$ cat src/design/rlms_pkg.sv
// Shared types and constants of the RGB LED matrix scan controller.
package rlms_pkg;

    // Input operation codes
    localparam logic [1:0] OP_WRITE = 2'd0;
    localparam logic [1:0] OP_CLEAR = 2'd1;
    localparam logic [1:0] OP_TICK  = 2'd2;

    // Configuration register indexes, decoded from paddr[2]
    localparam logic REG_ON_TICKS  = 1'b0;
    localparam logic REG_OFF_TICKS = 1'b1;

    // Frame geometry fixed by the field widths
    localparam int STORE_ROWS = 32;
    localparam int ROW_W      = 5;
    localparam int SCAN_ROW_W = 6;
    localparam int COL_W      = 6;
    localparam int PLANE_W    = 2;
    localparam int WORD_W     = 32;
    localparam int LINE_W     = 64;
    localparam int TICKS_W    = 10;
    localparam int LADDR_W    = 4;

    // Scan status handed from the scan sequencer to the top level
    typedef struct packed {
        logic               word_valid;
        logic               latch_pulse;
        logic               output_enable;
        logic               upper_half;
        logic [LADDR_W-1:0] line_address;
    } scan_stat_t;

endpackage

$ cat src/design/rlms_scan.sv
// Scan sequencer: shift, latch, on and off phases per line pair.
module rlms_scan #(
    parameter int SCAN_LINES = 16,
    parameter int COLOUR_PLANES = 3,
    localparam int SL_W = $clog2(SCAN_LINES),
    localparam int WORDS = 4 * COLOUR_PLANES,
    localparam int WI_W = $clog2(WORDS)
) (
    input  logic                           clk,
    input  logic                           rst_n,
    input  logic                           advance,
    input  logic [rlms_pkg::TICKS_W-1:0]   on_ticks,
    input  logic [rlms_pkg::TICKS_W-1:0]   off_ticks,
    output logic [rlms_pkg::PLANE_W-1:0]   rd_plane,
    output logic [rlms_pkg::SCAN_ROW_W-1:0] rd_row,
    output rlms_pkg::scan_stat_t           stat
);
    import rlms_pkg::*;

    typedef enum logic [1:0] {
        PH_SHIFT,
        PH_LATCH,
        PH_ON,
        PH_OFF
    } phase_t;

    phase_t             phase_reg, phase_next;
    logic [SL_W-1:0]    line_reg, line_next;
    logic [WI_W-1:0]    word_reg, word_next;
    logic [TICKS_W-1:0] timer_reg, timer_next;
    logic [TICKS_W-1:0] timer_inc;
    logic [SL_W-1:0]    line_inc;
    logic [PLANE_W-1:0] group;

    assign timer_inc = timer_reg + 1'b1;
    assign line_inc  = (line_reg == SL_W'(SCAN_LINES - 1)) ? '0 : line_reg + 1'b1;

    // Work out the scan state after one tick
    always_comb
    begin
        phase_next = phase_reg;
        line_next  = line_reg;
        word_next  = word_reg;
        timer_next = timer_reg;
        case (phase_reg)
            PH_SHIFT:
            begin
                if (word_reg == WI_W'(WORDS - 1))
                begin
                    word_next  = '0;
                    phase_next = PH_LATCH;
                end
                else
                begin
                    word_next = word_reg + 1'b1;
                end
            end
            PH_LATCH:
            begin
                timer_next = '0;
                if (on_ticks != '0)
                begin
                    phase_next = PH_ON;
                end
                else if (off_ticks != '0)
                begin
                    phase_next = PH_OFF;
                end
                else
                begin
                    line_next  = line_inc;
                    word_next  = '0;
                    phase_next = PH_SHIFT;
                end
            end
            PH_ON:
            begin
                timer_next = timer_inc;
                if (timer_inc >= on_ticks || timer_inc == '0)
                begin
                    timer_next = '0;
                    if (off_ticks != '0)
                    begin
                        phase_next = PH_OFF;
                    end
                    else
                    begin
                        line_next  = line_inc;
                        word_next  = '0;
                        phase_next = PH_SHIFT;
                    end
                end
            end
            default:
            begin
                timer_next = timer_inc;
                if (timer_inc >= off_ticks || timer_inc == '0)
                begin
                    timer_next = '0;
                    line_next  = line_inc;
                    word_next  = '0;
                    phase_next = PH_SHIFT;
                end
            end
        endcase
    end

    // Hold the scan state; advance once per tick item
    always_ff @(posedge clk or negedge rst_n)
    begin
        if (!rst_n)
        begin
            phase_reg <= PH_SHIFT;
            line_reg  <= '0;
            word_reg  <= '0;
            timer_reg <= '0;
        end
        else if (advance)
        begin
            phase_reg <= phase_next;
            line_reg  <= line_next;
            word_reg  <= word_next;
            timer_reg <= timer_next;
        end
    end

    // Word order: highest plane first; within a plane, row line+SCAN_LINES, then row line
    assign group    = PLANE_W'(word_reg >> 2);
    assign rd_plane = PLANE_W'(COLOUR_PLANES - 1) - group;
    assign rd_row   = word_reg[1] ? SCAN_ROW_W'(line_reg)
                                  : SCAN_ROW_W'(line_reg) + SCAN_ROW_W'(SCAN_LINES);

    assign stat.word_valid    = (phase_reg == PH_SHIFT);
    assign stat.latch_pulse   = (phase_reg == PH_LATCH);
    assign stat.output_enable = (phase_reg == PH_ON);
    assign stat.upper_half    = ~word_reg[0];
    assign stat.line_address  = LADDR_W'(line_reg);

endmodule

$ cat config.mk
export PLATFORM = sky130hd
export DESIGN_NAME = rlms_scan
export DESIGN_NICKNAME = d
export VERILOG_FILES = /design/src/design/rlms_pkg.sv /design/src/design/rlms_scan.sv
export SDC_FILE = /design/constraint.sdc
export NUM_CORES = 1
export LEC_CHECK = 0
export BUFFER_PORTS_ARGS = -buffer_cell sky130_fd_sc_hd__buf_4
export CAP_MARGIN = 20
export CELL_PAD_IN_SITES_DETAIL_PLACEMENT = 2
export CELL_PAD_IN_SITES_GLOBAL_PLACEMENT = 2
export CORE_ASPECT_RATIO = 1.1
export CORE_MARGIN = 4
export CORE_UTILIZATION = 33
export CTS_CLUSTER_SIZE = 16
export DETAILED_ROUTE_END_ITERATION = 6
export GPL_TIMING_DRIVEN = 0
export PLACE_DENSITY_LB_ADDON = 0.1
export SLEW_MARGIN = 20
export SYNTH_ARGS = -nofsm -noshare
export SYNTH_HDL_FRONTEND = slang
export SYNTH_SLANG_ARGS = --single-unit
$ cat constraint.sdc
create_clock -name clk -period 3.9 [get_ports clk]
set_input_delay 0.39 -clock clk [delete_from_list [all_inputs] [get_ports clk]]
set_output_delay 0.39 -clock clk [all_outputs]
set_load 0.05 [all_outputs]
==> results of run 1 <==
-- final cells by class --
class                   count  area [sq um]  share of cell area, %
multi-input cells         160          1219                  52.88
flip-flops and latches     20         501.7                  21.77
plain buffers              10         63.81                  2.769
repair buffers             37         277.8                  12.05
well taps                  75         93.84                  4.072
inverters                  25         93.84                  4.072
clock buffers               4         55.05                  2.389
-- worst max-delay path, delay by kind of cell, from the launching register on --
| family | cells | cell delay (ns) |
|---|---|---|
| xor+xnor | 1 | 0.26 |
| fa+ha+maj | 1 | 0.32 |
| mux | 1 | 0.30 |
| simple gates | 6 | 1.36 |
| compound gates | 4 | 0.84 |
| flops | 1 | 0.46 |
-- cell families (layout without fill, tap and decap cells) --
logic type               count (synthesis)  after routing  share of synthesized area (%)
AND/OR/NAND/NOR                         73             73                          21.57
AO/OA/AOI/OAI                           45             45                          17.00
buffers and inverters                   35             76                          8.467
adder cells (fa/ha/maj)                 28             28                          18.82
flip-flops                              20             20                          26.88
XOR/XNOR                                 9              9                          4.234
multiplexers                             4              4                          2.823
other                                    1              1                         0.2014
-- path summary, 6_finish.rpt --
check,slack (ns),endpoint,start,cells after the start
worst max-delay path,0.23,phase_reg[1]$_DFFE_PN0P_,timer_reg[0]$_DFFE_PN0P_,13
worst min-delay path,-0.006,timer_reg[5]$_DFFE_PN0P_,rst_n,1
worst max register to register,0.23,phase_reg[1]$_DFFE_PN0P_,timer_reg[0]$_DFFE_PN0P_,13
worst min register to register,0.54,timer_reg[1]$_DFFE_PN0P_,timer_reg[1]$_DFFE_PN0P_,2
max in group asynchronous,3.66,timer_reg[0]$_DFFE_PN0P_,rst_n,1
min in group clk,0.54,timer_reg[1]$_DFFE_PN0P_,timer_reg[1]$_DFFE_PN0P_,2
-- where the power goes --
group | internal [mW] | switching, mW | leakage (nW)
combinational | 0.385 | 0.605 | 0.937
clock | 0.0900 | 0.0745 | 0.0288
sequential | 0.268 | 0.0884 | 0.255
total | 0.742 | 0.768 | 1.22
-- per-layer routing --
metal  wire (microns)  vias to the layer above  GRT usage [%]
met5                0                        -              0
met4               29                        0          2.813
met3              178                        4          2.183
met2             2765                       35          31.59
met1             2385                      854          20.11
li1                 -                      848              -
-- cell usage in the layout (no fill, tap or decap), types with 4 or more instances in the layout --
cell / instances
sky130_fd_sc_hd__nand3_1: 9
sky130_fd_sc_hd__a21oi_1: 7
sky130_fd_sc_hd__nor4_1: 6
sky130_fd_sc_hd__dfrtp_1: 19
sky130_fd_sc_hd__a21o_1: 5
sky130_fd_sc_hd__clkbuf_8: 4
sky130_fd_sc_hd__ha_1: 28
sky130_fd_sc_hd__nor2_1: 7
sky130_fd_sc_hd__o21ai_0: 12
sky130_fd_sc_hd__nand2_1: 24
sky130_fd_sc_hd__xnor2_1: 4
sky130_fd_sc_hd__buf_4: 43
sky130_fd_sc_hd__inv_1: 25
sky130_fd_sc_hd__nand4_1: 4
-- repair_timing --
| action | 4_1_cts | 5_1_grt |
|---|---|---|
| hold buffers | 0 | 0 |
| gates resized for setup | 2 | 2 |
| endpoints found under the setup margin | 2 | 8 |
==> results.md, run 1 <==
Floorplanning:
- Once the floorplan was initialized, standard cells occupied approximately a third of the core.
- Measured along the y axis, the die boundary spans 86.78 microns.
- The area inside the core boundary is ~5400 sq um.
- The site row count is 28.
- The number of primary I/O pins is 39.
- The die width is 79.62 microns.
- The die covers approximately 6900 sq um.

Placement:
- The count of buffers added on input and output ports is 37.
- The total instance count after detailed placement is roughly 330.
- Summing all placed instances gives a cell area of around 2200 sq um.
- The congestion estimate from routability-driven global placement came to ~0.76.
- The detailed placer's ending HPWL is around 4400 microns.
- The worst slack at placement is -0.1177 ns.

Drt:
- Detailed routing inserted a total of 1741 vias.
- The first TritonRoute pass finished after 4 iterations.
- The routed design has ~5400 microns of wire.
- In this run, the number of DRC markers left after iteration 0 of detailed routing was 32.
- The number of DRC violations after detailed routing is 0.
- The number of vias per cell is roughly 5.3.
- Once detail routing completed, the nets flagged for antenna violations numbered 0.
- The routed wirelength normalized by instance count is 16.19 microns.

Layout:
- The final cell count without fillers is around 330.
- The number of nets at the end of the flow is just over 300.
- The number of antenna diodes in the final layout is 0.
- Cells fill between 40 and 50% of the core in the end.
- The register with the most flip-flops in the layout has 10 of them.
- The area growth from synthesis to layout is 23.79%.
- The area of all placed cells without fillers is roughly 2300 sq um.
- Of the cells placed in the final design, the portion with a size suffix greater than 1 is 26.17%.
- The number of fillers in the final layout is 648.

Clock tree:
- The number of clock sinks is 20.
- Counting the buffers created by CTS gives 3.
- The maximum buffer depth of the clock tree is 2.
- The worst-skew pair later-pin latency is 0.26 ns.
- After clock tree synthesis, the clock-pin slew on the worst setup and hold paths is around 0.08 ns.
- The CTS tree is built.
- After clock tree synthesis, the setup repair step added 0 buffers.
- The clock root buffer is sky130_fd_sc_hd__clkbuf_8.
- CTS built an H-tree with a depth of 1.

STA:
- The final critical path time including I/O delays and setup is approximately 3.7 ns.
- The post-route fraction of the period consumed by the critical path is a little over nine tenths.
- For the final routed database, the setup TNS stands at 0 ns.
- The final-report max-slew violation count is 0.
- For the pin with the worst max-slew slack, the measured transition is roughly 0.52 ns.
- Setup repair after global routing left no endpoint under its margin.
- Static timing analysis puts the maximum clock frequency at between 200 and 300 MHz.
- The clock arrives with 0.003327 ns of skew.
- The final-report setup violation count is 0.
- The final worst slack is ~0.23 ns.
- The number of hold violations in the final report was 5.
- In this run the tightest slew margin relative to its limit is 65.38%.
- On the final layout, the worst hold slack is -0.005672 ns.

GRT:
- The overall overflow remaining after global route is 0.
- The via count of the first global-routing pass is 1930.
- The aggregate global-route resource usage is 16.68%.
- The initial antenna violation count came to 0.
- The first global-routing pass estimated 9225 microns of wire.
- Entering global routing, the biggest net connects 21 pins.

Power:
- The power consumption is 1.510 mW.
- The largest vdd supply drop is 0.4213 mV.
- The static leakage power is ~1.2 nW.
- For this design the ratio of total power to cell area is 655.2 nW/um^2.

Status:
- The final reports fail on negative hold slack.
- The run finished, with violations left.

Synth:
- The number of enable-type register cells in the synthesized netlist is 0.
- The fraction of the yosys area taken by sequential cells is ~27%.
- The mapped netlist covers approximately 1900 sq um.
- By area the synthesized netlist is led by sky130_fd_sc_hd__dfrtp_1, sky130_fd_sc_hd__ha_1, sky130_fd_sc_hd__inv_1.
- The number of nets in the synthesized netlist is ~270.
- For this run, the leading register cell type out of synthesis is sky130_fd_sc_hd__dfrtp_1.
- Summed over its instances, the top area cell type makes up between 20% and 30% of the synthesized netlist area.
- In this run, distinct cell masters in the synthesized netlist total 48.
- The largest total area in the synthesized netlist belongs to sky130_fd_sc_hd__dfrtp_1.
- The number of warnings issued by yosys is 0.
- The average cell area after synthesis is 8.659 sq um.
- The most frequent cell after synthesis is sky130_fd_sc_hd__ha_1.
- Ranked by instance count, the synthesized netlist is headed by sky130_fd_sc_hd__ha_1, sky130_fd_sc_hd__inv_1, sky130_fd_sc_hd__nand2_1.
- In this run, synthesis produced a sequential element count of 20.
- In the synthesized netlist the async set-or-reset flop fraction comes to 100.0%.
- Synthesis handed over a netlist of approximately 220 instances.

Setup path:
- Walking the worst path, the cells encountered are and3_4 -> and3_2 -> and3_1 -> nand3_1 -> xnor2_2 -> ha_1 -> a211oi_1 -> nand2_1 -> a41oi_1 -> o21ai_1 -> or3_1 -> o2111a_2 -> mux2_4.
- The critical path arrival is around 3.8 ns.
- Of all nets on the critical path, the largest fanout is 7.
- The kind of end point of the critical path is a flip-flop.
- The critical path is of the reg2reg type.
- STA puts the critical path data required time at between 4 and 5 ns.
- The slowest library cell on the worst path is sky130_fd_sc_hd__dfrtp_2.
- STA classifies the critical path startpoint as a flip-flop.
- For this run, the slowest stage of the critical path takes 0.46 ns.

Min path:
- The class of the most critical hold timing path is in2async.

Run:
- Max-cap violations in this run came to 0.
(Power assumes the default switching activity.)
==> run 2: changes to the inputs <==
- RECOVER_POWER: default -> 50
==> run 2 against run 1 <==
Compared with the run above:
- the flow now finishes without violations
- critical path depth is the same
- core utilization shrank 0.55 points
- setup slack gained 0.0066 ns
- fmax grew 0.18%
- critical path type unchanged
==> results.md, run 2 (synthesis gave the netlist of run 1 again) <==
STA:
- Across the routed clock network, the largest skew measured is 0.003268 ns.
- The final-report max-slew violation count was 0.
- In this run the tightest slew margin relative to its limit is around a quarter.
- At the pin with the least slew margin, the transition time is 1.139 ns.
- The final-report setup violation count is 0.
- The final critical path takes up a little over nine tenths of the cycle.
- The number of hold violations in the final report is 0.
- Adding up every negative setup slack in the final design gives 0 ns.
- The routed design could run at a clock period as short as ~3.7 ns.
- Static timing analysis puts the maximum clock frequency at 273.2 MHz.
- Setup repair after global routing left no endpoint under its margin.

GRT:
- The first global-routing pass estimated roughly 9200 microns of wire.
- Global routing used between 15 and 20% of the available tracks.
- The initial antenna violation count is 0.
- The pin count of the biggest net entering global routing is 21.
- The overall overflow remaining after global route is 0.
- The via count of the first global-routing pass is a little under 2000.

Clock tree:
- Clock-pin slew was measured on the worst setup and hold paths at ~0.08 ns.
- After clock tree synthesis, the setup repair step added 0 buffers.
- The CTS tree is built.
- The maximum level of the CTS H-tree is 1.
- The root buffer cell chosen for the clock tree is sky130_fd_sc_hd__clkbuf_8.
- The clock passes through at most 2 buffers.
- The number of clock sinks is 20.
- The total clock buffers created by CTS is 3.
- The worst-skew pair later-pin latency is 0.26 ns.

Layout:
- The end-of-flow core utilization is about two fifths.
- The number of fillers in the final layout is between 600 and 700.
- The finished cells cover roughly 2300 sq um.
- The layout overhead on the synthesized area is 22.18%.
- The leading cell type in the layout, fill and taps excluded is sky130_fd_sc_hd__buf_4.
- The layout cell share with drive strength beyond 1 is 23.05%.
- The repair_antennas step left the layout with diodes totalling 0.
- The register with the most flip-flops in the layout has 10 of them.
- After the last flow step, the layout net total stands at approximately 300.
- In the layout the commonest cells are sky130_fd_sc_hd__buf_4, sky130_fd_sc_hd__ha_1, sky130_fd_sc_hd__inv_1.

Drt:
- After detailed routing, the average wire length per cell comes to between 15 and 20 microns.
- Using the TritonRoute via totals, the vias-per-cell ratio works out to between 5 and 6.
- Detailed routing inserted a total of about 1700 vias.
- In this run, the number of DRC markers left after iteration 0 of detailed routing was 23.
- The pre-antenna-repair detailed-routing pass consisted of 4 iterations.
- The number of DRC violations after detailed routing is 0.
- The routed wire length is around 5300 microns.
- The post-route antenna net violation count is 0.

Power:
- Power spread over the standard cell area amounts to about 650 nW/um^2.
- Summed over all cells, the static leakage comes to ~1.2 nW.
- Across the VDD grid, the largest voltage drop is 0.4058 mV.

Setup path:
- For this run, the slowest stage of the critical path takes roughly 0.46 ns.
- The type of element launching the critical path is a flip-flop.
- The required time of the critical path is 4.05 ns.
- Walking the worst path, the cells encountered are and3_4 -> and3_2 -> and3_1 -> nand3_1 -> xnor2_2 -> ha_1 -> a211oi_1 -> nand2_1 -> a41oi_1 -> o21ai_1 -> or3_1 -> o2111a_2 -> mux2_4.
- The end point of the critical path is phase_reg[1]$_DFFE_PN0P_.
- Along the worst path, the maximum fanout reaches 7.
- The capture point of the worst reg-to-reg path is phase_reg[1]$_DFFE_PN0P_.
- The critical path startpoint is timer_reg[0]$_DFFE_PN0P_.
- The depth of the worst register-to-register path is 13.
- The slowest stage of the critical path is the sky130_fd_sc_hd__dfrtp_2 cell.
- The worst-case register-to-register setup slack is 0.24 ns.
- The kind of end point of the critical path is a flip-flop.
- The critical path class is reg2reg.
- Data arrives at the worst endpoint at roughly 3.8 ns.
- The launch point of the worst reg-to-reg path is timer_reg[0]$_DFFE_PN0P_.

Floorplanning:
- The die width is between 70 and 80 microns.
- The site row count is 28.
- The die extent in y is a little under 90 microns.
- The initial core utilization is ~34%.
- The floorplan step defined a core boundary enclosing 5430 sq um.
- The area enclosed by the die boundary is 6909 sq um.
- The number of primary I/O pins is 39.

Min path:
- The path class of the tightest hold or removal check is in2async.

Placement:
- Detailed placement finished with a half-perimeter wire length of roughly 4400 microns.
- The count of buffers inserted at the top-level ports is 37.
- Routability-driven placement finished with a final weighted congestion of roughly 0.76.
- The area after detailed placement is approximately 2200 sq um.

Run:
- The tool flagged a number of max-cap violations equal to 0.

Status:
- The flow ran to the end, and the final reports show no timing, DRC or antenna violations.
==> run 2: area by class of cell <==
cell class / count / area, sq um / area share [%]
Tap cell: 75 / 93.84 / 4.125
Inverter: 25 / 93.84 / 4.125
Buffer: 10 / 63.81 / 2.805
Clock buffer: 4 / 55.05 / 2.420
Timing Repair Buffer: 37 / 247.7 / 10.89
Sequential cell: 20 / 501.7 / 22.06
Multi-Input combinational cell: 160 / 1219 / 53.58
==> run 2: where the power goes <==
| part | leakage, nW | internal, mW | total, mW | switching (mW) |
|---|---|---|---|---|
| Sequential | 0.255 | 0.268 | 0.355 | 0.0878 |
| Clock | 0.0288 | 0.0900 | 0.165 | 0.0746 |
| Combinational | 0.907 | 0.366 | 0.969 | 0.603 |
==> run 2: what timing repair did <==
action / in CTS / in global routing
hold buffers: 0 / 0
resized for setup: 2 / 2
endpoints found under the setup margin: 2 / 8
pin swaps: 0 / 0
==> run 2: critical path: cells and delay by family, from the launching register on <==
| family | cells | cell delay [ns] |
|---|---|---|
| and+or+nand+nor | 6 | 1.36 |
| DFF | 1 | 0.46 |
| AOI/OAI and AO/OA | 4 | 0.83 |
| xor gates and xnor gates | 1 | 0.26 |
| adders and majority gates | 1 | 0.32 |
| muxes | 1 | 0.30 |
==> run 2: worst min-delay path by stage <==
stage	slack, ns	to	startpoint
after floorplan	0.09	line_reg[0]$_DFFE_PN0P_	rst_n
after global placement	0.29	timer_reg[5]$_DFFE_PN0P_	rst_n
after detailed placement	0.30	timer_reg[5]$_DFFE_PN0P_	rst_n
after CTS	0.01	timer_reg[5]$_DFFE_PN0P_	rst_n
after global routing	0.43	timer_reg[5]$_DFFE_PN0P_	rst_n
final	0.32	timer_reg[5]$_DFFE_PN0P_	rst_n
==> run 2: through the flow <==
stage	hold slack (ns)	cells	setup WS (ns)	power [mW]
floorplan	0.09441	215	0.6623	1.066
global placement	0.2927	327	-0.07525	1.337
detailed placement	0.2978	327	-0.1177	1.364
CTS	0.01052	331	0.1246	1.537
global route	0.4268	331	0.005861	1.628
finish	0.3222	331	0.2402	1.489
==> run 2: layer usage <==
metal  wire length [microns]  up-vias  track usage (%)
met5                       0        -                0
met4                      29        0            2.813
met3                     185        4            2.183
met2                    2759       33            31.59
met1                    2356      852            20.11
li1                        -      849                -
==> run 3: changes to the inputs <==
- REMOVE_ABC_BUFFERS: default -> 1
==> run 3 against run 2 <==
Compared with the run above:
- critical path depth unchanged
- register-to-register slack improved by 0.08 ns
- sequential power about the same
- via count shrank 3.0%
- total power grew 0.30%
- clock skew is 0.0051 ns higher
- sequential cell count stayed put
- sequential share of layout area rose by 0.44 points
- core utilization down 0.92 points
- setup slack better by 0.082 ns
- cell count down 3.0%
- fmax rose by 2.3%
- critical path type unchanged
- largest power group unchanged
==> results.md, run 3 (synthesis gave the netlist of run 1 again) <==
Setup path:
- The worst setup path is captured at a flip-flop.
- Tracing the worst setup path back leads to its startpoint at timer_reg[0]$_DFFE_PN0P_.
- Together, buffers and inverters on the worst path number 0.
- The required time of the critical path is roughly 4.1 ns.
- The critical path class is reg2reg.
- STA puts the critical path data arrival time at 3.73 ns.
- Along the worst path, the maximum fanout reaches 7.
- The signal on the critical path passes through ha_1 -> and2_2 -> nand4_2 -> nor2_2 -> xor2_1 -> ha_1 -> o21ai_0 -> nor2_1 -> nor4b_2 -> nand2_1 -> o211a_1 -> and4_1 -> a221o_1.
- The largest single stage delay on the critical path is 0.47 ns.
- Counting stages on the worst path, the most repeated cell is sky130_fd_sc_hd__ha_1.
- The cell family contributing the most delay on the critical path is simple AND/OR/NAND/NOR gates.
- The slowest library cell on the worst path is sky130_fd_sc_hd__dfrtp_1.
- The launch point of the worst reg-to-reg path is timer_reg[0]$_DFFE_PN0P_.
- The worst setup path is launched from a flip-flop.

Run:
- Across the run, the number of max-cap violations was 0.

Power:
- The total power divided by cell area is 671.3 nW/um^2.
- The part of the power in registers is about a quarter.
- Of the total power, the share spent switching nets is between 50% and 60%.
- The relative contribution of the clock network to total power is 14.6%.
- The power consumption is between 1 and 1.5 mW.
- The analysis attributes to cell leakage a power of ~1.2 nW.
- Summed over all nets, the switching power comes to around 0.76 mW.
- The largest vdd supply drop is 0.4043 mV.
- The internal power of the cells totals approximately 0.74 mW.
- Combinational cells account for 61.7% of the total power.

Drt:
- The routed wirelength normalized by instance count is about 17 microns.
- The number of vias after detailed routing is about 1700.
- The routed wire length is between 5000 and 6000 microns.
- For this run, the detailed router's first-pass iteration total came to 4.
- After the first detailed-routing iteration, the DRC count stood at 18.
- The number of vias per cell is between 5 and 6.
- After detailed routing, the number of remaining DRC violations is 0.
- Once detail routing completed, the nets flagged for antenna violations numbered 0.

Clock tree:
- In this run, post-CTS repair resized a total of 0 instances.
- TritonCTS created 3 clock buffers.
- CTS placed an instance of sky130_fd_sc_hd__clkbuf_8 at the clock tree root.
- Buffers added to address setup during post-CTS repair amount to 0.
- After clock tree synthesis, the clock-pin slew on the worst setup and hold paths is 0.09 ns.
- The clock reaches the later pin of the worst-skew pair after 0.27 ns.
- In this run the number of H-tree levels came out at 1.
- Counting every sink on the clock net gives 20.
- The maximum buffer depth of the clock tree is 2.
- Buffers inserted to repair hold after CTS numbered 0.
- The CTS tree is built.

Layout:
- The number of nets at the end of the flow is between 200 and 300.
- In the layout the commonest cells are sky130_fd_sc_hd__buf_4, sky130_fd_sc_hd__ha_1, sky130_fd_sc_hd__inv_1.
- The library cell used most frequently in the layout, excluding fill and tap cells, is sky130_fd_sc_hd__buf_4.
- The register with the most flip-flops in the layout has 10 of them.
- In the final layout, the multi-input gates occupy approximately 1200 sq um.
- The number of antenna diodes in the final layout is 0.
- In the final layout, flip-flops and latches occupy 500.5 sq um.
- Cells fill slightly above 40% of the core in the end.
- The layout overhead on the synthesized area is 19.49%.
- In the final layout, the share of cells above drive strength 1 is between 10% and 20%.
- The final cell count without fillers is roughly 320.
- The number of fillers in the final layout is approximately 630.

Floorplanning:
- The die is 86.78 microns tall.
- After floorplanning, the core was divided into 28 placement rows.
- The initial core utilization is between 30% and 40%.
- The area enclosed by the die boundary is between 6000 and 7000 sq um.
- The die is between 70 and 80 microns wide.
- The number of primary I/O pins is 39.
- The area inside the core boundary is approximately 5400 sq um.

STA:
- The number of hold violations in the final report is 0.
- The remaining max-slew budget at the tightest pin is 16.81%.
- The final-layout setup total negative slack is 0 ns.
- The transition time at the pin with the least slew margin is 1.248 ns.
- The final setup skew is about 0.0084 ns.
- The final critical path time including I/O delays and setup is approximately 3.6 ns.
- Dividing the final minimum period by the clock period gives just over 90%.
- The final-report setup violation count is 0.
- Setup repair after global routing left no endpoint under its margin.
- The final-report max-slew violation count is 0.
- The peak clock frequency supported by timing is approximately 280 MHz.

Placement:
- The number of placed instances, taps included, is between 300 and 400.
- The count of buffers inserted at the top-level ports is 37.
- The detailed placer's ending HPWL is 4415 microns.
- Routability-driven placement finished with a final weighted congestion of around 0.72.

GRT:
- The first global-routing pass estimated between 9000 and 10000 microns of wire.
- For this run the aggregate overflow at the end of global routing stands at 0.
- The pin count of the biggest net entering global routing is 21.
- The via count of the first global-routing pass came to roughly 1900.
- The initial antenna violation count was 0.
- Global routing used 17.25% of the available tracks.

Status:
- The flow ran to the end, and the final reports show no timing, DRC or antenna violations.

Min path:
- In this run the worst hold path is classified as in2async.
-- run 3: worst paths after layout --
kind                                            endpoint  slack (ns)  cells after the start
worst max-delay path             word_reg[2]$_DFFE_PN0P_        0.32                     13
worst max register to register   word_reg[2]$_DFFE_PN0P_        0.32                     13
worst min-delay path            timer_reg[3]$_DFFE_PN0P_        0.36                      1
max in group asynchronous        word_reg[3]$_DFFE_PN0P_        2.80                      1
min in group clk                timer_reg[1]$_DFFE_PN0P_        0.57                      2
worst min register to register  timer_reg[1]$_DFFE_PN0P_        0.57                      2
-- run 3: area by class of cell --
cell class / instances / area share (%)
clock buffers: 3 / 1.856
clock inverters: 1 / 1.350
inverters: 25 / 4.218
multi-input cells: 160 / 54.72
flip-flops and latches: 20 / 22.50
well taps: 75 / 4.218
repair buffers: 37 / 11.14
-- run 3: worst register-to-register path, stage by stage (launching register included) --
cell                      delay [ns]
sky130_fd_sc_hd__dfrtp_1        0.47
sky130_fd_sc_hd__ha_1           0.28
sky130_fd_sc_hd__and2_2         0.22
sky130_fd_sc_hd__nand4_2        0.18
sky130_fd_sc_hd__nor2_2         0.19
sky130_fd_sc_hd__xor2_1         0.34
sky130_fd_sc_hd__ha_1           0.32
sky130_fd_sc_hd__o21ai_0        0.16
sky130_fd_sc_hd__nor2_1         0.07
sky130_fd_sc_hd__nor4b_2        0.32
sky130_fd_sc_hd__nand2_1        0.15
sky130_fd_sc_hd__o211a_1        0.30
sky130_fd_sc_hd__and4_1         0.21
sky130_fd_sc_hd__a221o_1        0.26
-- run 3: through the flow --
stage | cell area [sq um] | hold WS (ns) | worst slack [ns]
2_1_floorplan | 1798 | 0.09441 | 0.6622
3_3_place_gp | 2170 | 0.3074 | 0.2052
3_5_place_dp | 2170 | 0.3084 | 0.1272
4_1_cts | 2241 | 0.005774 | 0.09073
5_1_grt | 2225 | 0.4415 | 0.007732
6_report | 2225 | 0.3565 | 0.3225
-- run 3: power by group through the flow --
stage	sequential [mW]	clock (mW)	combinational [mW]
detailed placement	0.357	0	0.954
floorplan	0.438	0	0.589
global placement	0.355	0	0.932
finish	0.353	0.219	0.922
global route	0.370	0.233	1.02
CTS	0.353	0.224	0.960
-- run 3: layer usage --
| metal | routed length (microns) | part of all wire, % | vias to the layer above | global-route usage (%) |
|---|---|---|---|---|
| li1 | - | - | 829 | - |
| met1 | 2353 | 43 | 813 | 22.18 |
| met2 | 2776 | 51 | 34 | 30.07 |
| met3 | 237 | 4.4 | 9 | 2.703 |
| met4 | 76 | 1.4 | 0 | 4.219 |
| met5 | 0 | 0 | - | 0 |
